<file path="config.mk">
export PLATFORM = sky130hd
export DESIGN_NAME = tagged_stack_remove_by_tag_top_flat
export DESIGN_NICKNAME = d
export VERILOG_FILES = /design/src/design/tsrt_pkg.sv /design/src/design/tsrt_in_if.sv /design/src/design/tsrt_out_if.sv /design/src/design/tsrt_ram.sv /design/src/design/tsrt_seq.sv /design/src/design/tsrt_out.sv /design/src/design/tagged_stack_remove_by_tag_top.sv /design/src/flat_wrapper.sv
export SDC_FILE = /design/constraint.sdc
export NUM_CORES = 1
export LEC_CHECK = 0
export BUFFER_PORTS_ARGS = -buffer_cell sky130_fd_sc_hd__buf_4
export CORE_MARGIN = 5
export CORE_UTILIZATION = 23
export DETAILED_ROUTE_END_ITERATION = 7
export GPL_ROUTABILITY_DRIVEN = 0
export GPL_TIMING_DRIVEN = 1
export SKIP_CTS_REPAIR_TIMING = 1
export SYNTH_ARGS = -nofsm -noshare
export SYNTH_HDL_FRONTEND = slang
export SYNTH_HIERARCHICAL = 1
export SYNTH_SLANG_ARGS = --single-unit
</file>
<file path="constraint.sdc">
create_clock -name clk -period 7.5 [get_ports clk]
set_clock_uncertainty 0.05 [all_clocks]
set_input_delay 1.5 -clock clk [delete_from_list [all_inputs] [get_ports clk]]
set_output_delay 1.5 -clock clk [all_outputs]
set_load 0.03 [all_outputs]
</file>
<file path="src/design/tsrt_pkg.sv">
// Shared constants, codes and result control type for the tagged stack.
package tsrt_pkg;

    localparam int DEPTH_DEF     = 16;
    localparam int DATA_BITS_DEF = 32;
    localparam int TAG_BITS_DEF  = 8;

    localparam int OP_BITS     = 3;
    localparam int STATUS_BITS = 2;
    localparam int COUNT_BITS  = 5;

    localparam logic [OP_BITS-1:0] OP_PUSH   = 3'd0;
    localparam logic [OP_BITS-1:0] OP_POP    = 3'd1;
    localparam logic [OP_BITS-1:0] OP_REMOVE = 3'd2;
    localparam logic [OP_BITS-1:0] OP_CLEAR  = 3'd3;
    localparam logic [OP_BITS-1:0] OP_LIST   = 3'd4;

    localparam logic [STATUS_BITS-1:0] ST_OK    = 2'd0;
    localparam logic [STATUS_BITS-1:0] ST_EMPTY = 2'd1;
    localparam logic [STATUS_BITS-1:0] ST_FULL  = 2'd2;

    typedef struct packed {
        logic [STATUS_BITS-1:0] status;
        logic                   has_entry;
        logic [COUNT_BITS-1:0]  count;
        logic                   last;
    } res_ctl_t;

endpackage

</file>
<file path="src/design/tsrt_in_if.sv">
// Command channel: op, payload and category with valid/ready.
interface tsrt_in_if #(
    parameter int DATA_BITS = tsrt_pkg::DATA_BITS_DEF,
    parameter int TAG_BITS  = tsrt_pkg::TAG_BITS_DEF
);
    logic                          valid;
    logic                          ready;
    logic [tsrt_pkg::OP_BITS-1:0]  op;
    logic [DATA_BITS-1:0]          payload;
    logic [TAG_BITS-1:0]           category;

    modport source (output valid, output op, output payload, output category, input ready);
    modport sink   (input valid, input op, input payload, input category, output ready);
endinterface

</file>
<file path="src/design/tsrt_out_if.sv">
// Result channel: status, entry fields, count and last with valid/ready.
interface tsrt_out_if #(
    parameter int DATA_BITS = tsrt_pkg::DATA_BITS_DEF,
    parameter int TAG_BITS  = tsrt_pkg::TAG_BITS_DEF
);
    logic                             valid;
    logic                             ready;
    logic [tsrt_pkg::STATUS_BITS-1:0] status;
    logic                             has_entry;
    logic [DATA_BITS-1:0]             entry_data;
    logic [TAG_BITS-1:0]              entry_tag;
    logic [tsrt_pkg::COUNT_BITS-1:0]  count;
    logic                             last;

    modport source (
        output valid, output status, output has_entry, output entry_data,
        output entry_tag, output count, output last, input ready
    );
    modport sink (
        input valid, input status, input has_entry, input entry_data,
        input entry_tag, input count, input last, output ready
    );
endinterface

</file>
<file path="src/design/tsrt_ram.sv">
// Generic single-write, single-read RAM with registered read data.
module tsrt_ram #(
    parameter int WIDTH = 8,
    parameter int DEPTH = 16
) (
    input  logic                     clk,
    input  logic                     we,
    input  logic [$clog2(DEPTH)-1:0] waddr,
    input  logic [WIDTH-1:0]         wdata,
    input  logic [$clog2(DEPTH)-1:0] raddr,
    output logic [WIDTH-1:0]         rdata
);
    logic [WIDTH-1:0] mem [DEPTH];

    always_ff @(posedge clk)
    begin
        if (we)
        begin
            mem[waddr] <= wdata;
        end
        rdata <= mem[raddr];
    end
endmodule

</file>
<file path="src/design/tsrt_seq.sv">
// Sequencer: walks the entry RAM one slot per cycle while the output stage is free, with a shared tag compare.
module tsrt_seq #(
    parameter int DEPTH     = tsrt_pkg::DEPTH_DEF,
    parameter int DATA_BITS = tsrt_pkg::DATA_BITS_DEF,
    parameter int TAG_BITS  = tsrt_pkg::TAG_BITS_DEF
) (
    input  logic                          clk,
    input  logic                          rst_n,
    input  logic                          in_valid,
    output logic                          in_ready,
    input  logic [tsrt_pkg::OP_BITS-1:0]  op,
    input  logic [DATA_BITS-1:0]          payload,
    input  logic [TAG_BITS-1:0]           category,
    input  logic                          out_free,
    output logic                          res_valid,
    output tsrt_pkg::res_ctl_t            res_ctl,
    output logic [DATA_BITS-1:0]          res_data,
    output logic [TAG_BITS-1:0]           res_tag,
    output logic                          ram_we,
    output logic [$clog2(DEPTH)-1:0]      ram_waddr,
    output logic [DATA_BITS+TAG_BITS-1:0] ram_wdata,
    output logic [$clog2(DEPTH)-1:0]      ram_raddr,
    input  logic [DATA_BITS+TAG_BITS-1:0] ram_rdata
);
    localparam int IDX_W = $clog2(DEPTH);
    localparam int CNT_W = $clog2(DEPTH + 1);

    typedef enum logic [6:0] {
        S_IDLE  = 7'b0000001,
        S_POP   = 7'b0000010,
        S_COUNT = 7'b0000100,
        S_EMIT  = 7'b0001000,
        S_PACK  = 7'b0010000,
        S_SUM   = 7'b0100000,
        S_LIST  = 7'b1000000
    } state_t;

    state_t              state_reg, state_next;
    logic [IDX_W-1:0]    idx_reg, idx_next;
    logic [CNT_W-1:0]    fill_reg, fill_next;
    logic [CNT_W-1:0]    wr_reg, wr_next;
    logic [CNT_W-1:0]    match_reg, match_next;
    logic [TAG_BITS-1:0] tag_reg, tag_next;

    logic [DATA_BITS-1:0] rd_data;
    logic [TAG_BITS-1:0]  rd_tag;
    logic                 hit;
    logic                 at_bottom;
    logic [IDX_W-1:0]     top_idx;
    logic [CNT_W-1:0]     kept;
    logic                 step;

    assign rd_data   = ram_rdata[DATA_BITS-1:0];
    assign rd_tag    = ram_rdata[DATA_BITS +: TAG_BITS];
    assign hit       = (rd_tag == tag_reg);
    assign at_bottom = (idx_reg == '0);
    assign top_idx   = IDX_W'(fill_reg - 1'b1);
    assign kept      = fill_reg - match_reg;
    assign in_ready  = (state_reg == S_IDLE) && out_free;
    assign ram_raddr = idx_next;

    always_comb
    begin
        state_next        = state_reg;
        idx_next          = idx_reg;
        fill_next         = fill_reg;
        wr_next           = wr_reg;
        match_next        = match_reg;
        tag_next          = tag_reg;
        ram_we            = 1'b0;
        ram_waddr         = IDX_W'(wr_reg);
        ram_wdata         = ram_rdata;
        res_valid         = 1'b0;
        res_ctl.status    = tsrt_pkg::ST_OK;
        res_ctl.has_entry = 1'b0;
        res_ctl.count     = tsrt_pkg::COUNT_BITS'(fill_reg);
        res_ctl.last      = 1'b1;
        res_data          = '0;
        res_tag           = '0;
        step              = 1'b0;

        case (state_reg)
            S_IDLE:
            begin
                if (in_valid && in_ready)
                begin
                    res_valid = 1'b1;
                    if (op == tsrt_pkg::OP_PUSH)
                    begin
                        if (fill_reg == CNT_W'(DEPTH))
                        begin
                            res_ctl.status = tsrt_pkg::ST_FULL;
                        end
                        else
                        begin
                            ram_we    = 1'b1;
                            ram_waddr = IDX_W'(fill_reg);
                            ram_wdata = {category, payload};
                            fill_next = fill_reg + 1'b1;
                        end
                    end
                    else if (op > tsrt_pkg::OP_LIST)
                    begin
                        res_ctl.status = tsrt_pkg::ST_OK;
                    end
                    else if (fill_reg == '0)
                    begin
                        res_ctl.status = tsrt_pkg::ST_EMPTY;
                    end
                    else
                    begin
                        case (op)
                            tsrt_pkg::OP_POP:
                            begin
                                res_valid  = 1'b0;
                                fill_next  = fill_reg - 1'b1;
                                idx_next   = top_idx;
                                state_next = S_POP;
                            end
                            tsrt_pkg::OP_REMOVE:
                            begin
                                res_valid  = 1'b0;
                                tag_next   = category;
                                match_next = '0;
                                idx_next   = top_idx;
                                state_next = S_COUNT;
                            end
                            tsrt_pkg::OP_LIST:
                            begin
                                res_valid  = 1'b0;
                                idx_next   = top_idx;
                                state_next = S_LIST;
                            end
                            tsrt_pkg::OP_CLEAR:
                            begin
                                fill_next = '0;
                            end
                            default:
                            begin
                                fill_next = fill_reg;
                            end
                        endcase
                    end
                    res_ctl.count = tsrt_pkg::COUNT_BITS'(fill_next);
                end
            end
            S_POP:
            begin
                if (out_free)
                begin
                    res_valid         = 1'b1;
                    res_ctl.has_entry = 1'b1;
                    res_data          = rd_data;
                    res_tag           = rd_tag;
                    state_next        = S_IDLE;
                end
            end
            S_COUNT:
            begin
                if (hit)
                begin
                    match_next = match_reg + 1'b1;
                end
                if (at_bottom)
                begin
                    idx_next   = top_idx;
                    state_next = (match_reg == '0 && !hit) ? S_SUM : S_EMIT;
                end
                else
                begin
                    idx_next = idx_reg - 1'b1;
                end
            end
            S_EMIT:
            begin
                step = !hit || out_free;
                if (hit && out_free)
                begin
                    res_valid         = 1'b1;
                    res_ctl.has_entry = 1'b1;
                    res_ctl.count     = tsrt_pkg::COUNT_BITS'(kept);
                    res_ctl.last      = 1'b0;
                    res_data          = rd_data;
                    res_tag           = rd_tag;
                end
                if (step)
                begin
                    if (at_bottom)
                    begin
                        idx_next   = '0;
                        wr_next    = '0;
                        state_next = S_PACK;
                    end
                    else
                    begin
                        idx_next = idx_reg - 1'b1;
                    end
                end
            end
            S_PACK:
            begin
                if (!hit)
                begin
                    ram_we    = 1'b1;
                    ram_waddr = IDX_W'(wr_reg);
                    ram_wdata = ram_rdata;
                    wr_next   = wr_reg + 1'b1;
                end
                if (idx_reg == top_idx)
                begin
                    fill_next  = kept;
                    state_next = S_SUM;
                end
                else
                begin
                    idx_next = idx_reg + 1'b1;
                end
            end
            S_SUM:
            begin
                if (out_free)
                begin
                    res_valid  = 1'b1;
                    state_next = S_IDLE;
                end
            end
            S_LIST:
            begin
                if (out_free)
                begin
                    res_valid         = 1'b1;
                    res_ctl.has_entry = 1'b1;
                    res_ctl.last      = at_bottom;
                    res_data          = rd_data;
                    res_tag           = rd_tag;
                    if (at_bottom)
                    begin
                        state_next = S_IDLE;
                    end
                    else
                    begin
                        idx_next = idx_reg - 1'b1;
                    end
                end
            end
            default:
            begin
                state_next = S_IDLE;
            end
        endcase
    end

    always_ff @(posedge clk or negedge rst_n)
    begin
        if (!rst_n)
        begin
            state_reg <= S_IDLE;
            idx_reg   <= '0;
            fill_reg  <= '0;
            wr_reg    <= '0;
            match_reg <= '0;
            tag_reg   <= '0;
        end
        else
        begin
            state_reg <= state_next;
            idx_reg   <= idx_next;
            fill_reg  <= fill_next;
            wr_reg    <= wr_next;
            match_reg <= match_next;
            tag_reg   <= tag_next;
        end
    end

    a_fill_bound: assert property (@(posedge clk) disable iff (!rst_n)
        fill_reg <= CNT_W'(DEPTH))
        else $error("fill count above depth");

    a_ready_idle: assert property (@(posedge clk) disable iff (!rst_n)
        in_ready |-> state_reg == S_IDLE)
        else $error("ready outside idle");

    a_emit_has_match: assert property (@(posedge clk) disable iff (!rst_n)
        state_reg == S_EMIT |-> match_reg != '0)
        else $error("emit pass without matches");

    a_pack_order: assert property (@(posedge clk) disable iff (!rst_n)
        state_reg == S_PACK |-> wr_reg <= CNT_W'(idx_reg))
        else $error("compaction write overtook read");

    a_res_free: assert property (@(posedge clk) disable iff (!rst_n)
        res_valid |-> out_free)
        else $error("result issued into busy output stage");
endmodule

</file>
<file path="src/design/tsrt_out.sv">
// Output register stage: holds one result transaction until the sink takes it.
module tsrt_out #(
    parameter int DATA_BITS = tsrt_pkg::DATA_BITS_DEF,
    parameter int TAG_BITS  = tsrt_pkg::TAG_BITS_DEF
) (
    input  logic                 clk,
    input  logic                 rst_n,
    input  logic                 res_valid,
    input  tsrt_pkg::res_ctl_t   res_ctl,
    input  logic [DATA_BITS-1:0] res_data,
    input  logic [TAG_BITS-1:0]  res_tag,
    output logic                 out_free,
    tsrt_out_if.source           out_ch
);
    logic                 vld_reg;
    tsrt_pkg::res_ctl_t   ctl_reg;
    logic [DATA_BITS-1:0] data_reg;
    logic [TAG_BITS-1:0]  tag_reg;

    assign out_free = !vld_reg || out_ch.ready;

    always_ff @(posedge clk or negedge rst_n)
    begin
        if (!rst_n)
        begin
            vld_reg <= 1'b0;
        end
        else if (res_valid)
        begin
            vld_reg <= 1'b1;
        end
        else if (out_ch.ready)
        begin
            vld_reg <= 1'b0;
        end
    end

    always_ff @(posedge clk)
    begin
        if (res_valid)
        begin
            ctl_reg  <= res_ctl;
            data_reg <= res_data;
            tag_reg  <= res_tag;
        end
    end

    assign out_ch.valid      = vld_reg;
    assign out_ch.status     = ctl_reg.status;
    assign out_ch.has_entry  = ctl_reg.has_entry;
    assign out_ch.entry_data = data_reg;
    assign out_ch.entry_tag  = tag_reg;
    assign out_ch.count      = ctl_reg.count;
    assign out_ch.last       = ctl_reg.last;
endmodule

</file>
<file path="src/design/tagged_stack_remove_by_tag_top.sv">
// Tagged LIFO stack with remove-by-tag: top level.
// in_ch carries one command transaction: op (push, pop, remove by tag, clear,
// list), payload and category. out_ch returns result transactions: status,
// has_entry, entry_data, entry_tag, count after the operation, and last on
// the final result of a command. in_ch.ready is high only when the sequencer
// is idle and the output register can take a result.
// Operation flow, n entries held, one RAM read port walking one slot per cycle
// while out_ch is not stalled:
//   push, clear, unused op, empty stack: result computed at once and registered
//   pop: one RAM read, then the result
//   list: one result per entry, top to bottom
//   remove by tag, no match: a count pass, then the summary result
//   remove by tag, with matches: count, emit and compact passes, then summary
// A stalled out_ch holds its result and freezes the list and emit walks in
// place; no transaction is lost. Reset empties the stack at once; the entry
// RAM is not cleared and needs no sweep.
module tagged_stack_remove_by_tag_top #(
    parameter int DEPTH     = tsrt_pkg::DEPTH_DEF,
    parameter int DATA_BITS = tsrt_pkg::DATA_BITS_DEF,
    parameter int TAG_BITS  = tsrt_pkg::TAG_BITS_DEF
) (
    input  logic        clk,
    input  logic        rst_n,
    tsrt_in_if.sink     in_ch,
    tsrt_out_if.source  out_ch
);
    localparam int IDX_W = $clog2(DEPTH);

    logic                          out_free;
    logic                          res_valid;
    tsrt_pkg::res_ctl_t            res_ctl;
    logic [DATA_BITS-1:0]          res_data;
    logic [TAG_BITS-1:0]           res_tag;
    logic                          ram_we;
    logic [IDX_W-1:0]              ram_waddr;
    logic [DATA_BITS+TAG_BITS-1:0] ram_wdata;
    logic [IDX_W-1:0]              ram_raddr;
    logic [DATA_BITS+TAG_BITS-1:0] ram_rdata;
    logic                          in_ready;

    assign in_ch.ready = in_ready;

    tsrt_ram #(
        .WIDTH (DATA_BITS + TAG_BITS),
        .DEPTH (DEPTH)
    ) u_ram (
        .clk   (clk),
        .we    (ram_we),
        .waddr (ram_waddr),
        .wdata (ram_wdata),
        .raddr (ram_raddr),
        .rdata (ram_rdata)
    );

    tsrt_seq #(
        .DEPTH     (DEPTH),
        .DATA_BITS (DATA_BITS),
        .TAG_BITS  (TAG_BITS)
    ) u_seq (
        .clk       (clk),
        .rst_n     (rst_n),
        .in_valid  (in_ch.valid),
        .in_ready  (in_ready),
        .op        (in_ch.op),
        .payload   (in_ch.payload),
        .category  (in_ch.category),
        .out_free  (out_free),
        .res_valid (res_valid),
        .res_ctl   (res_ctl),
        .res_data  (res_data),
        .res_tag   (res_tag),
        .ram_we    (ram_we),
        .ram_waddr (ram_waddr),
        .ram_wdata (ram_wdata),
        .ram_raddr (ram_raddr),
        .ram_rdata (ram_rdata)
    );

    tsrt_out #(
        .DATA_BITS (DATA_BITS),
        .TAG_BITS  (TAG_BITS)
    ) u_out (
        .clk       (clk),
        .rst_n     (rst_n),
        .res_valid (res_valid),
        .res_ctl   (res_ctl),
        .res_data  (res_data),
        .res_tag   (res_tag),
        .out_free  (out_free),
        .out_ch    (out_ch)
    );
endmodule
</file>
<file path="src/flat_wrapper.sv">
// flat-port wrapper written by rule: the top's interface ports become plain ports
module tagged_stack_remove_by_tag_top_flat 
#(
    parameter int DEPTH     = tsrt_pkg::DEPTH_DEF,
    parameter int DATA_BITS = tsrt_pkg::DATA_BITS_DEF,
    parameter int TAG_BITS  = tsrt_pkg::TAG_BITS_DEF
)
  (clk, rst_n, in_ch_valid, in_ch_op, in_ch_payload, in_ch_category, in_ch_ready, out_ch_valid, out_ch_status, out_ch_has_entry, out_ch_entry_data, out_ch_entry_tag, out_ch_count, out_ch_last, out_ch_ready);
  tsrt_in_if #(.DATA_BITS(DATA_BITS), .TAG_BITS(TAG_BITS)) in_ch_i ();
  tsrt_out_if #(.DATA_BITS(DATA_BITS), .TAG_BITS(TAG_BITS)) out_ch_i ();
  input  logic clk;
  input  logic rst_n;
  input wire logic [$bits(in_ch_i.valid)-1:0] in_ch_valid;
  input wire logic [$bits(in_ch_i.op)-1:0] in_ch_op;
  input wire logic [$bits(in_ch_i.payload)-1:0] in_ch_payload;
  input wire logic [$bits(in_ch_i.category)-1:0] in_ch_category;
  output wire logic [$bits(in_ch_i.ready)-1:0] in_ch_ready;
  output wire logic [$bits(out_ch_i.valid)-1:0] out_ch_valid;
  output wire logic [$bits(out_ch_i.status)-1:0] out_ch_status;
  output wire logic [$bits(out_ch_i.has_entry)-1:0] out_ch_has_entry;
  output wire logic [$bits(out_ch_i.entry_data)-1:0] out_ch_entry_data;
  output wire logic [$bits(out_ch_i.entry_tag)-1:0] out_ch_entry_tag;
  output wire logic [$bits(out_ch_i.count)-1:0] out_ch_count;
  output wire logic [$bits(out_ch_i.last)-1:0] out_ch_last;
  input wire logic [$bits(out_ch_i.ready)-1:0] out_ch_ready;
  assign in_ch_i.valid = in_ch_valid;
  assign in_ch_i.op = in_ch_op;
  assign in_ch_i.payload = in_ch_payload;
  assign in_ch_i.category = in_ch_category;
  assign in_ch_ready = in_ch_i.ready;
  assign out_ch_valid = out_ch_i.valid;
  assign out_ch_status = out_ch_i.status;
  assign out_ch_has_entry = out_ch_i.has_entry;
  assign out_ch_entry_data = out_ch_i.entry_data;
  assign out_ch_entry_tag = out_ch_i.entry_tag;
  assign out_ch_count = out_ch_i.count;
  assign out_ch_last = out_ch_i.last;
  assign out_ch_i.ready = out_ch_ready;
  tagged_stack_remove_by_tag_top #(.DEPTH(DEPTH), .DATA_BITS(DATA_BITS), .TAG_BITS(TAG_BITS)) u_core (.clk(clk), .rst_n(rst_n), .in_ch(in_ch_i), .out_ch(out_ch_i));
endmodule
</file>
# == Yosys cells after proc, flatten, opt, wreduce, memory -nomap -nowiden ==
# Memories as Yosys holds them, arrays and structs flattened. A register that Yosys moved wholly into a read port is not among the register bits.
# Cells that the tools add are included.
# op_classes
reduce_logical,26
n_lt_le_gt_ge,1
n_bitwise,3
eq_ne,29
add_sub_neg,7
n_mux,85
# ops
cell,n
40-bit 2-to-1 mux,4
7-bit 2-to-1 mux,12
5-bit 2-to-1 mux,15
32-bit 2-to-1 mux,2
32-bit one-hot mux with 2 select lines,1
4-bit 2-to-1 mux,15
5-bit one-hot mux with 2 select lines,5
7-bit one-hot mux with 6 select lines,1
"2-bit != test, second input constant",11
7-bit one-hot mux with 3 select lines,1
4-bit one-hot mux with 5 select lines,1
1-bit 2-to-1 mux,18
8-bit 2-to-1 mux,2
8-bit one-hot mux with 2 select lines,1
"5-bit by 1-bit adder with 5-bit output, second input constant",3
12-bit AND reduction,1
5-bit zero test,2
8-bit == test,1
2-bit nonzero test,4
"7-bit by 1-bit == test with 1-bit output, second input constant",1
"7-bit by 2-bit == test with 1-bit output, second input constant",1
"7-bit by 3-bit == test with 1-bit output, second input constant",1
"7-bit by 4-bit == test with 1-bit output, second input constant",1
"7-bit by 5-bit == test with 1-bit output, second input constant",1
30 further kinds,46
# totals
word_cells,165
out_inout_bits,51
reg_bits,84
n_memories,1
ramBits,640
# mem_list
memory,depth,width,rd,rd_clocked_by_memory_dff,write_ports,line,text
u_core.u_ram.mem,16,40,1,1,1,tsrt_ram.sv:13,logic [WIDTH-1:0] mem [DEPTH];

# == Depth between registers and ports, before layout ==
# Gate-level depths: netlist of run 1.
# logic_depth
depth_word,9
mapped_depth,16
ltp_nobuf,12

# == Hierarchy ==
# The synthesis of run 1 kept the hierarchy.
# modules_own_cells
mod,cells_per_inst,area_each_um2,instances
tsrt_ram,1040,25131.6,1
tsrt_seq,584,3930.0,1
tsrt_out,52,1519.0,1

# == Worst setup path after synthesis of run 1 ==
# OpenSTA, ideal clock, no wires.
# synth_path
path_type,input to register
from,in in_ch_op[0]
to,mem u_core/u_ram/mem[0][0] (netlist bit) (enable)
setup_ns,0.487
path_stages,9
slack_ns,0.543
arrival_ns,6.420
path_buffers,3
cell_sequence,clkbuf_2 nor3_1 nand2_1 or2_2 clkbuf_1 clkbuf_1 nand2_1 or3b_2 nor3_1
# synth_between
elab_chain_len,6
word_cells_on_any_way,9
# synth_lines
element,line,text
start: declaration,flat_wrapper.sv:14,input wire logic [$bits(in_ch_i.op)-1:0] in_ch_op;
3-bit zero test,tsrt_seq.sv:88,if (op == tsrt_pkg::OP_PUSH)
1-bit 2-to-1 mux,tsrt_seq.sv:88,
1-bit 2-to-1 mux,tsrt_seq.sv:85,if (in_valid && in_ready)
1-bit one-hot mux with 2 select lines,tsrt_seq.sv:82,case (state_reg)
via u_core.ram_we,tagged_stack_remove_by_tag_top.sv:34,logic ram_we;
1-bit 2-to-1 mux,tsrt_ram.sv:17,if (we)
1-bit 2-to-1 mux (implied by the code),tsrt_ram.sv:19,mem[waddr] <= wdata;
end: declaration,tsrt_ram.sv:13,
# The timed path passes the listed nets, and every way through them passes these cells.

# == Final worst setup path of run 1 ==
# layout_path
from,reg u_core.u_seq.fill_reg[0]
to,reg u_core.u_ram.rdata[12] (read register of u_core.u_ram.mem)
# layout_between
elab_chain_len,7
word_cells_on_any_way,11
# layout_lines
element,line,text
start: declaration,tsrt_seq.sv:40,"logic [CNT_W-1:0] fill_reg, fill_next;"
start signal: assignment,tsrt_seq.sv:268,fill_reg <= fill_next;
5-bit by 1-bit subtractor with 5-bit output,--,
4-bit 2-to-1 mux,tsrt_seq.sv:112,case (op)
4-bit 2-to-1 mux,tsrt_seq.sv:106,else if (fill_reg == '0)
4-bit 2-to-1 mux,tsrt_seq.sv:102,else if (op > tsrt_pkg::OP_LIST)
4-bit 2-to-1 mux,tsrt_seq.sv:88,
4-bit 2-to-1 mux,tsrt_seq.sv:85,
4-bit one-hot mux with 5 select lines *,tsrt_seq.sv:82,
via u_core.ram_raddr[2],tagged_stack_remove_by_tag_top.sv:37,logic [IDX_W-1:0] ram_raddr;
end: declaration,tsrt_ram.sv:11,output logic [WIDTH-1:0] rdata
# Mark *: on every way through the listed nets, which the timed path passes. The rest lies on a longest branch.
# A chain may end at the register's enable or synchronous reset.

==> flow_metrics.py, run 1 <==
metrics = {
    "logic_synthesis": {
        "avgSynthCellArea_um2": 18.2,
        "synth_async_sr_flop_share_pct": 4.46,
        "synth_ff_type": "edfxtp_1",
        "yosys.area_share.simple_pct": 6.29,
        "synth_top_area_share_pct": 67.7,
        "synth-adder-area-share_pct": 0.556,
        "synthXorXnorAreaFrac_pct": 0.806,
        "yosysSeqAreaShare_pct": 73.1,
        "synth-seq-cells": 763,
        "synth_compound_area_share_pct": 4.23,
        "synthesis.nets": 1736,
        "synth_edf_count": 689,
        "syn_area_um2": 30600,
        "synth.distinct_cells": 80,
        "synthTopCellsByArea": "edfxtp_1, mux4_2, mux4_1, dfrtp_1, nand2_1",
        "synth_top_family_by_area": "multiplexers",
        "synth_top_area_cell": "edfxtp_1",
        "yosysWarnings": 6,
        "synthMuxAreaShare_pct": 13.0,
        "synthCells": 1676,
    },
    "min_path": {
        "hold_class": "reg -> reg",
        "whs_path_depth": 2,
        "hold_end": "u_core/u_seq/tag_reg[7]$_DFFE_PN0P_",
        "min_from": "u_core/u_seq/tag_reg[7]$_DFFE_PN0P_",
    },
    "layout": {
        "largest_reg_flops": 640,
        "fin_nets": 1844,
        "fin_util_pct": 27.2,
        "regMostFlops": "u_core/u_ram/mem",
        "area_growth_pct": 17.2,
        "instances_no_fill": 3601,
        "finalInstanceArea_um2": 35800,
        "layout-drive-gt1-share_pct": 20.6,
    },
    "worst_setup_path": {
        "worst_path_largest_cell_delay_ns": 0.96,
        "slowest_stage": "nor2b_4",
        "crit_family": "simple AND/OR/NAND/NOR gates",
        "endpoint_kind": "flop",
        "crit_required_ns": 8.02,
        "reg2reg_slack_ns": 2.09,
        "cp_cell_sequence": "inv_1 > ha_1 > nor4b_1 > nor2_1 > nand2_1 > mux2_2 > a221oi_1 > o211ai_1 > nor2b_4 > buf_4 > a22oi_1 > nand2_1",
        "r2r_start": "u_core/u_seq/fill_reg[0]$_DFFE_PN0P_",
        "arrival_ns": 5.93,
        "worst_r2r_endpoint": "u_core/u_ram/rdata[12]$_DFF_P_",
        "cp-start-kind": "flop",
        "rr_worst_depth": 12,
        "cp_common_cell": "nand2_1",
        "crit_type": "reg -> reg",
        "worst-path-max-fanout": 28,
        "crit_buf_inv": 2,
    },
    "place": {
        "place.detailed.hpwl_um": 40800,
        "pre_cts_ws_ns": 1.68,
        "port_buffers": 97,
        "place_area_um2": 33400,
        "post-place-cells": 3465,
    },
    "clock_tree": {
        "clk_latency_ns": 0.64,
        "cts_root_buf": "clkbuf_16",
        "clkTransAtPathRegs_ns": 0.07,
        "clockBufferDepth": 3,
        "cts_tree": "built",
        "cts_buffers": 72,
        "clkSinkCount": 763,
        "htreeDepth": 3,
    },
    "flow_run": {
        "drv_cap": 0,
    },
    "floorplan": {
        "fp.coreArea_um2": 132000,
        "die_width_um": 375,
        "start_util_pct": 23.2,
        "ios": 98,
        "die_y_um": 375,
        "die-area_um2": 140000,
        "rows": 133,
    },
    "sta": {
        "fmax_mhz": 185,
        "hold_slack_ns": 0.441,
        "finalSetupViolCount": 0,
        "finalSetupTns_ns": 0,
        "fin_crit_sh_pct": 72.1,
        "rsz0062_at_grt": "false",
        "max_slew_margin_pct": 20.0,
        "fin_crit_ns": 5.41,
        "tightest_slew_ns": 1.20,
        "fin_ws_ns": 2.09,
        "hold_viol": 0,
        "drv_slew": 0,
    },
    "grt": {
        "grt_usage_pct": 10.1,
        "antenna_found_initial": 3,
        "grt_max_degree": 161,
        "overflow": 0,
        "first_global_vias": 15800,
        "grt_pass1_wl_um": 108000,
    },
    "drt": {
        "vias_per_cell": 4.40,
        "wire_per_inst_um": 20.2,
        "dr.first_iter.drc_count": 1397,
        "drc": 0,
        "drt_wl_total_um": 72700,
        "dr.pass1.iters": 5,
        "via_count": 15900,
        "ant_nets": 0,
    },
    "power": {
        "p_leak_nw": 11.6,
        "vdd_ir_drop_max_mv": 0.308,
        "total_power_mw": 13.9,
        "p_per_area_nw_per_um2": 389,
    },
    "status": {
        "status": "finished, final reports clean",
    },
}
## cells by family after synthesis
kind of cell             count (synthesis)
XOR/XNOR                                25
adder cells (fa/ha/maj)                 13
flip-flops                             763
multiplexers                           173
buffers and inverters                  111
AND/OR/NAND/NOR                        407
AO/OA/AOI/OAI                          184
## synthesized netlist by cell type (all sizes together), types with 3 or more instances
library cell    n
and2           45
mux2            7
nand3          23
a21o            5
a211oi          3
inv            19
edfxtp        689
o211ai          5
dfrtp          33
and3            4
nand2b          5
mux4          160
xor2            9
mux2i           6
o21a            4
or4             3
or2             4
o22ai           6
nand4           7
nor3           18
o21ai          31
a22oi          80
ha             12
nor4            9
o31ai           4
xnor2          14
a32o            3
clkbuf         61
dfxtp          40
o2111ai         4
a21oi          17
nor2           52
nand2         219
buf            31
nor2b           5
## where the power goes
| group | leakage [nW] | internal (mW) | switching (mW) | total (mW) |
|---|---|---|---|---|
| clock | 1.17 | 2.15 | 1.61 | 3.75 |
| combinational | 3.41 | 1.66 | 2.73 | 4.39 |
| sequential | 7.01 | 5.54 | 0.257 | 5.79 |
## layer usage
metal / routed length [um] / share of wire (%) / vias to the layer above / GRT usage, %
li1: - / - / 6930 / -
met1: 34300 / 47 / 8312 / 15.1
met2: 32100 / 44 / 530 / 15.0
met3: 5140 / 7.1 / 84 / 2.24
met4: 1100 / 1.5 / 0 / 2.09
met5: 0 / 0 / - / 0
## how the worst max path moves through the flow
stage	from	to	slack, ns	cells after the start
3_5_place_dp	out_ch_ready	u_core/u_ram/mem[3][19]$_DFFE_PP_	1.68	9
6_report	u_core/u_seq/fill_reg[0]$_DFFE_PN0P_	u_core/u_ram/rdata[12]$_DFF_P_	2.09	12
2_1_floorplan	in_ch_op[0]	u_core/u_ram/mem[0][0]$_DFFE_PP_	0.54	9
5_1_grt	u_core/u_seq/fill_reg[0]$_DFFE_PN0P_	u_core/u_ram/rdata[12]$_DFF_P_	1.95	12
4_1_cts	u_core/u_seq/fill_reg[0]$_DFFE_PN0P_	u_core/u_ram/rdata[12]$_DFF_P_	2.22	12
3_3_place_gp	out_ch_ready	u_core/u_ram/mem[3][15]$_DFFE_PP_	1.68	9
## worst reg2reg max path: stages, from the launching register on
cell and delay (ns):
dfrtp_1 0.54, inv_1 0.31, ha_1 0.43, nor4b_1 0.82, nor2_1 0.29, nand2_1 0.21, mux2_2 0.36, a221oi_1 0.27
o211ai_1 0.35, nor2b_4 0.97, buf_4 0.43, a22oi_1 0.24, nand2_1 0.10
## cell usage in the layout (no fill, tap or decap), types with 5 or more instances in the layout
master       n
mux2i_1      6
clkbuf_1    21
nor2_1      38
mux4_2     100
dfxtp_1     40
mux4_1      60
xnor2_1     14
o22ai_1      6
o21ai_0     31
bufinv_16    8
nor4_1       6
nand2_1    218
and2_1      43
edfxtp_1   689
buf_12       5
nand3_1     22
clkinv_2    10
nor3_1      13
mux2_2       7
a22oi_1     80
o211ai_1     5
nor2_4      14
xor2_1       9
nand4_1      7
a21oi_1     16
inv_1       19
ha_1        12
clkinv_1     6
buf_4      121
nor3_2       5
dfrtp_1     33
clkbuf_16   73
a21o_1       5
## area by class of cell
type | count | area (um2)
fillers | 13200 | 96000
diodes | 3 | 7.51
inverters | 19 | 71.3
flip-flops and latches | 763 | 22300
well taps | 1755 | 2200
multi-input cells | 802 | 7770
clock buffers | 98 | 1960
repair buffers | 126 | 1010
clock inverters | 35 | 477
Note: power is estimated with default switching activity, not from simulation.
==> run 2, diff against run 1 <==
==> constraint.sdc (replaced) <==
create_clock -name clk -period 5 [get_ports clk]
set_clock_uncertainty 0.05 [all_clocks]
set_input_delay 1 -clock clk [delete_from_list [all_inputs] [get_ports clk]]
set_output_delay 1 -clock clk [all_outputs]
set_load 0.03 [all_outputs]
==> flow_metrics.py, run 2 (same netlist as run 1, synthesis figures left out) <==
metrics = {
    "status": {
        "status": "finished, final reports clean",
    },
    "worst_setup_path": {
        "cp_cell_sequence": "nor4_4 > nand2_4 > and3_4 > or4_1 > mux2_2 > a311o_2 > buf_12 > buf_12 > mux4_1 > a22oi_1 > nand2_1",
        "worst-path-max-fanout": 34,
        "endpoint_kind": "flop",
        "worst_path_largest_cell_delay_ns": 0.55,
        "crit_type": "reg -> reg",
        "arrival_ns": 4.63,
        "crit_buf_inv": 2,
        "crit_required_ns": 5.44,
        "crit_family": "simple AND/OR/NAND/NOR gates",
        "cp-start-kind": "flop",
        "cp_common_cell": "buf_12",
        "slowest_stage": "dfrtp_1",
    },
    "floorplan": {
        "die_y_um": 375,
        "fp.coreArea_um2": 132000,
        "ios": 98,
        "die-area_um2": 140000,
        "die_width_um": 375,
        "rows": 133,
        "start_util_pct": 23.2,
    },
    "sta": {
        "fmax_mhz": 239,
        "max_slew_margin_pct": 24.8,
        "hold_viol": 0,
        "fin_crit_ns": 4.19,
        "fin_ws_ns": 0.809,
        "tightest_slew_ns": 1.13,
        "drv_slew": 0,
        "fin_crit_sh_pct": 83.8,
        "rsz0062_at_grt": "false",
        "finalSetupViolCount": 0,
    },
    "grt": {
        "overflow": 0,
        "grt_max_degree": 51,
        "first_global_vias": 16400,
        "antenna_found_initial": 4,
        "grt_usage_pct": 10.7,
        "grt_pass1_wl_um": 113000,
    },
    "power": {
        "switching_share_pct": 33.3,
        "p_leak_nw": 11.9,
        "p_clk_share_pct": 25.7,
        "seq_power_share_pct": 41.1,
        "comb_power_share_pct": 33.2,
        "p_int_mw": 14.1,
        "p_per_area_nw_per_um2": 582,
        "power.switching_mw": 7.04,
        "vdd_ir_drop_max_mv": 0.386,
    },
    "layout": {
        "instances_no_fill": 3655,
        "largest_reg_flops": 640,
        "regMostFlops": "u_core/u_ram/mem",
        "area_growth_pct": 18.8,
        "fin_nets": 1896,
        "layout_common_cells": "edfxtp_1, nand2_1, buf_4, mux4_2, a22oi_1",
        "layout_commonest_cell": "edfxtp_1",
        "layout-drive-gt1-share_pct": 22.1,
    },
    "drt": {
        "wire_per_inst_um": 21.0,
        "via_count": 16400,
        "vias_per_cell": 4.47,
        "dr.pass1.iters": 6,
        "ant_nets": 0,
        "dr.first_iter.drc_count": 1588,
        "drc": 0,
        "drt_wl_total_um": 76700,
    },
    "min_path": {
        "hold_class": "in -> async",
    },
    "place": {
        "port_buffers": 97,
        "post-place-cells": 3514,
        "place.detailed.hpwl_um": 45000,
        "pre_cts_ws_ns": 0.417,
    },
    "clock_tree": {
        "cts_root_buf": "clkbuf_16",
        "cts_buffers": 75,
        "clkSinkCount": 763,
        "clkTransAtPathRegs_ns": 0.06,
        "cts_tree": "built",
        "clk_latency_ns": 0.63,
        "htreeDepth": 3,
        "clockBufferDepth": 3,
    },
    "flow_run": {
        "drv_cap": 0,
    },
}
run 2: changes by cell type in the layout (fill, tap and decap cells not counted), sizes merged:
cell,delta
buf,+49
clkinv,+10
bufinv,-6
clkbuf,+6
clkinvlp,-3
diode,-2
run 2: power by group through the flow:
| stage | Combinational, mW | Clock (mW) | Sequential [mW] |
|---|---|---|---|
| after global placement | 7.02 | 0 | 8.84 |
| after detailed placement | 7.07 | 0 | 8.82 |
| final | 7.01 | 5.44 | 8.69 |
| after floorplan | 4.61 | 0 | 8.86 |
| after global routing | 7.60 | 5.88 | 8.75 |
| after CTS | 7.10 | 5.59 | 8.70 |
run 2: worst paths after layout:
path / start / to / slack [ns] / cells after the start
hold / removal: rst_n / u_core/u_seq/wr_reg[0]$_DFFE_PN0P_ / 0.29 / 1
max in group asynchronous: rst_n / u_core/u_seq/state_reg[0]$_DFFE_PN1P_ / 4.25 / 1
min in group clk: u_core/u_seq/tag_reg[0]$_DFFE_PN0P_ / u_core/u_seq/tag_reg[0]$_DFFE_PN0P_ / 0.44 / 2
setup reg to reg: u_core/u_seq/state_reg[6]$_DFFE_PN0P_ / u_core/u_ram/rdata[30]$_DFF_P_ / 0.81 / 11
setup / recovery: u_core/u_seq/state_reg[6]$_DFFE_PN0P_ / u_core/u_ram/rdata[30]$_DFF_P_ / 0.81 / 11
hold reg to reg: u_core/u_seq/tag_reg[0]$_DFFE_PN0P_ / u_core/u_seq/tag_reg[0]$_DFFE_PN0P_ / 0.44 / 2
run 2: metal layers:
| metal | vias up | wire length, um | track usage [%] |
|---|---|---|---|
| met4 | 0 | 1240 | 2.19 |
| met2 | 598 | 34800 | 16.3 |
| met1 | 8640 | 35200 | 15.7 |
| met5 | - | 0 | 0 |
| met3 | 85 | 5450 | 2.29 |
| li1 | 7028 | - | - |
run 2: worst register-to-register path, stage by stage (launching register included):
cell and delay (ns):
dfrtp_1 0.55, nor4_4 0.55, nand2_4 0.22, and3_4 0.26, or4_1 0.54, mux2_2 0.27, a311o_2 0.34, buf_12 0.20
buf_12 0.23, mux4_1 0.53, a22oi_1 0.23, nand2_1 0.10
run 2: area by class of cell:
type	count	area [um2]
timing repair buffer	175	1590
tap	1755	2200
inverter	19	71.3
multi-input combinational	802	7780
clock inverter	36	339
antenna	1	2.50
sequential	763	22300
fill	13200	95500
clock buffer	104	2020
run 2: through the flow:
stage               utilization [%]  hold WS (ns)  total power, mW  TNS, ns  area, um2
floorplan                         -         0.410             13.5  -196.22      30600
global placement               25.8         0.420             15.9        0      34000
detailed placement             25.8         0.428             15.9        0      34000
CTS                            27.6         0.267             21.4        0      36300
global route                   27.6         0.305             22.2        0      36300
finish                         27.6         0.291             21.1        0      36300
==> run 3, diff against run 2 <==
--- a/config.mk
+++ b/config.mk
@@ -5,6 +5,7 @@
 export SDC_FILE = /design/constraint.sdc
 export NUM_CORES = 1
 export LEC_CHECK = 0
+export ABC_AREA = 1
 export BUFFER_PORTS_ARGS = -buffer_cell sky130_fd_sc_hd__buf_4
 export CORE_MARGIN = 5
 export CORE_UTILIZATION = 23
==> constraint.sdc (replaced) <==
create_clock -name clk -period 4.18 [get_ports clk]
set_clock_uncertainty 0.05 [all_clocks]
set_input_delay 0.836 -clock clk [delete_from_list [all_inputs] [get_ports clk]]
set_output_delay 0.836 -clock clk [all_outputs]
set_load 0.03 [all_outputs]
==> flow_metrics.py, run 3 <==
metrics = {
    "drt": {
        "vias_per_cell": 4.22,
        "drt_wl_total_um": 90300,
        "dr.pass1.iters": 5,
        "drc": 0,
        "dr.first_iter.drc_count": 2050,
        "via_count": 23400,
        "ant_nets": 0,
        "wire_per_inst_um": 16.3,
    },
    "worst_setup_path": {
        "worst-path-max-fanout": 59,
        "crit_required_ns": 4.62,
        "crit_type": "reg -> reg",
        "cp-start-kind": "flop",
        "arrival_ns": 3.91,
        "endpoint_kind": "flop",
    },
    "sta": {
        "finalSetupViolCount": 0,
        "fin_ws_ns": 0.711,
        "tightest_slew_ns": 1.32,
        "drv_slew": 0,
        "fin_crit_ns": 3.47,
        "fmax_mhz": 288,
        "max_slew_margin_pct": 11.3,
        "rsz0062_at_grt": "false",
        "hold_viol": 0,
        "fin_crit_sh_pct": 83.0,
    },
    "logic_synthesis": {
        "avgSynthCellArea_um2": 9.94,
        "synthMostInstantiatedCell": "nand2_1",
        "synth_edf_count": 689,
        "yosysWarnings": 6,
        "syn_area_um2": 34000,
        "synthCells": 3424,
        "synth_async_sr_flop_share_pct": 4.46,
        "synth_ff_type": "edfxtp_1",
        "synth.distinct_cells": 46,
        "yosysSeqAreaShare_pct": 65.7,
        "synth_top_area_cell": "edfxtp_1",
        "synth_top_area_share_pct": 60.8,
        "synth_common_cells": "nand2_1, edfxtp_1, inv_1, nand3_1, nor2_1",
        "synthesis.nets": 3484,
        "synth-seq-cells": 763,
        "synthTopCellsByArea": "edfxtp_1, nand2_1, nand3_1, inv_1, dfrtp_1",
    },
    "power": {
        "p_clk_share_pct": 26.1,
        "switching_share_pct": 38.5,
        "power.switching_mw": 10.9,
        "vdd_ir_drop_max_mv": 0.696,
        "p_per_area_nw_per_um2": 703,
        "total_power_mw": 28.2,
        "seq_power_share_pct": 36.8,
        "p_leak_nw": 16.8,
        "comb_power_share_pct": 37.1,
        "p_int_mw": 17.3,
    },
    "layout": {
        "multi_input_area_um2": 8600,
        "largest_reg_flops": 640,
        "regArea_um2": 22300,
        "fin_nets": 3594,
        "instances_no_fill": 5532,
        "area_growth_pct": 17.9,
        "layout-drive-gt1-share_pct": 10.9,
        "fillers": 15300,
        "layout_common_cells": "nand2_1, edfxtp_1, inv_1, nand3_1, buf_4",
        "regMostFlops": "u_core/u_ram/mem",
        "layout_commonest_cell": "nand2_1",
    },
    "clock_tree": {
        "clk_latency_ns": 0.64,
        "htreeDepth": 3,
        "cts_buffers": 81,
        "clkTransAtPathRegs_ns": 0.06,
        "cts_tree": "built",
        "clockBufferDepth": 3,
        "clkSinkCount": 763,
        "cts_root_buf": "clkbuf_16",
    },
    "grt": {
        "overflow": 0,
        "grtUsageMet3_pct": 1.63,
        "grtUsageMet2_pct": 18.6,
        "grt_usage_pct": 11.2,
        "grtUsageMet1_pct": 15.1,
        "grt_pass1_wl_um": 137000,
        "first_global_vias": 22700,
        "antenna_found_initial": 4,
        "busiest_layer": "met2",
        "grt_max_degree": 123,
    },
    "floorplan": {
        "rows": 141,
        "start_util_pct": 23.1,
        "die-area_um2": 156000,
        "die_y_um": 395,
        "ios": 98,
        "die_width_um": 395,
        "fp.coreArea_um2": 147000,
    },
    "place": {
        "pre_cts_ws_ns": 0.386,
        "post-place-cells": 5381,
        "port_buffers": 97,
        "place.detailed.hpwl_um": 51300,
    },
    "min_path": {
        "hold_class": "in -> async",
    },
    "status": {
        "status": "finished, final reports clean",
    },
    "flow_run": {
        "drv_cap": 0,
    },
}
-- run 3: worst max-delay path: stages, from the launching register on --
cell and delay [ns]:
dfrtp_1 0.47, inv_2 0.14, ha_1 0.21, nand3_2 0.20, ha_1 0.33, o21ai_0 0.07
nand2_1 0.07, o21ai_0 0.08, a21oi_1 0.12, nand2_1 0.06, nor2_1 0.17, nand2_4 0.13
inv_8 0.34, buf_12 0.31, nand2_1 0.09, nand3_1 0.08, nand3_1 0.08, nand3_1 0.14
nand2_1 0.12
-- run 3: power groups by stage --
stage	clock network [mW]	registers (mW)	logic, mW
6_report	7.36	10.4	10.5
5_1_grt	7.86	10.4	11.5
4_1_cts	7.53	10.4	10.5
3_5_place_dp	0	10.5	10.5
3_3_place_gp	0	10.5	10.4
2_1_floorplan	0	10.8	6.65
-- run 3: routing by layer --
metal	vias up	share of wire, %	wire length [um]
met3	150	6.1	5470
met4	2	2.7	2460
li1	11300	-	-
met1	11300	44	40000
met2	692	47	42400
met5	-	0.014	13
-- run 3: final timing paths --
kind                            depth (start not counted)                                    end                                 from  slack, ns
min in group clk                                        3    u_core/u_seq/tag_reg[2]$_DFFE_PN0P_                    in_ch_category[2]       0.41
worst min register to register                          2    u_core/u_seq/tag_reg[2]$_DFFE_PN0P_  u_core/u_seq/tag_reg[2]$_DFFE_PN0P_       0.48
worst max register to register                         18         u_core/u_ram/rdata[37]$_DFF_P_    u_core/u_seq/idx_reg[0]$_DFF_PN0_       0.71
worst min-delay path                                    1  u_core/u_out/out_ch.valid$_DFFE_PN0P_                                rst_n       0.12
max in group asynchronous                               1     u_core/u_seq/wr_reg[3]$_DFFE_PN0P_                                rst_n       3.60
worst max-delay path                                   18         u_core/u_ram/rdata[37]$_DFF_P_    u_core/u_seq/idx_reg[0]$_DFF_PN0_       0.71
-- run 3: cell families (layout without fill, tap and decap cells) --
logic type	count (synthesis)	in the layout	synth area share [%]
compound gates	108	108	1.69
xor+xnor	15	15	0.386
fa+ha+maj	13	13	0.500
buf+inv	762	939	9.57
flops	763	763	65.7
other cells	0	1	0
simple gates	1763	1763	22.2
-- run 3: final cells by class --
type / instances / area share (%)
Multi-Input combinational cell: 1899 / 21.4
Antenna cell: 1 / 0.00624
Clock buffer: 107 / 5.62
Sequential cell: 763 / 55.7
Inverter: 605 / 5.72
Timing Repair Buffer: 184 / 4.25
Tap cell: 1930 / 6.02
Clock inverter: 43 / 1.24
-- run 3: stage by stage --
step	TNS, ns	utilization [%]	hold WS [ns]	instance area, um2
floorplan	-29.15	-	0.431	34000
global placement	0	25.3	0.450	37400
detailed placement	0	25.3	0.464	37400
CTS	0	27.2	0.106	40100
global route	0	27.2	0.142	40100
finish	0	27.2	0.123	40100
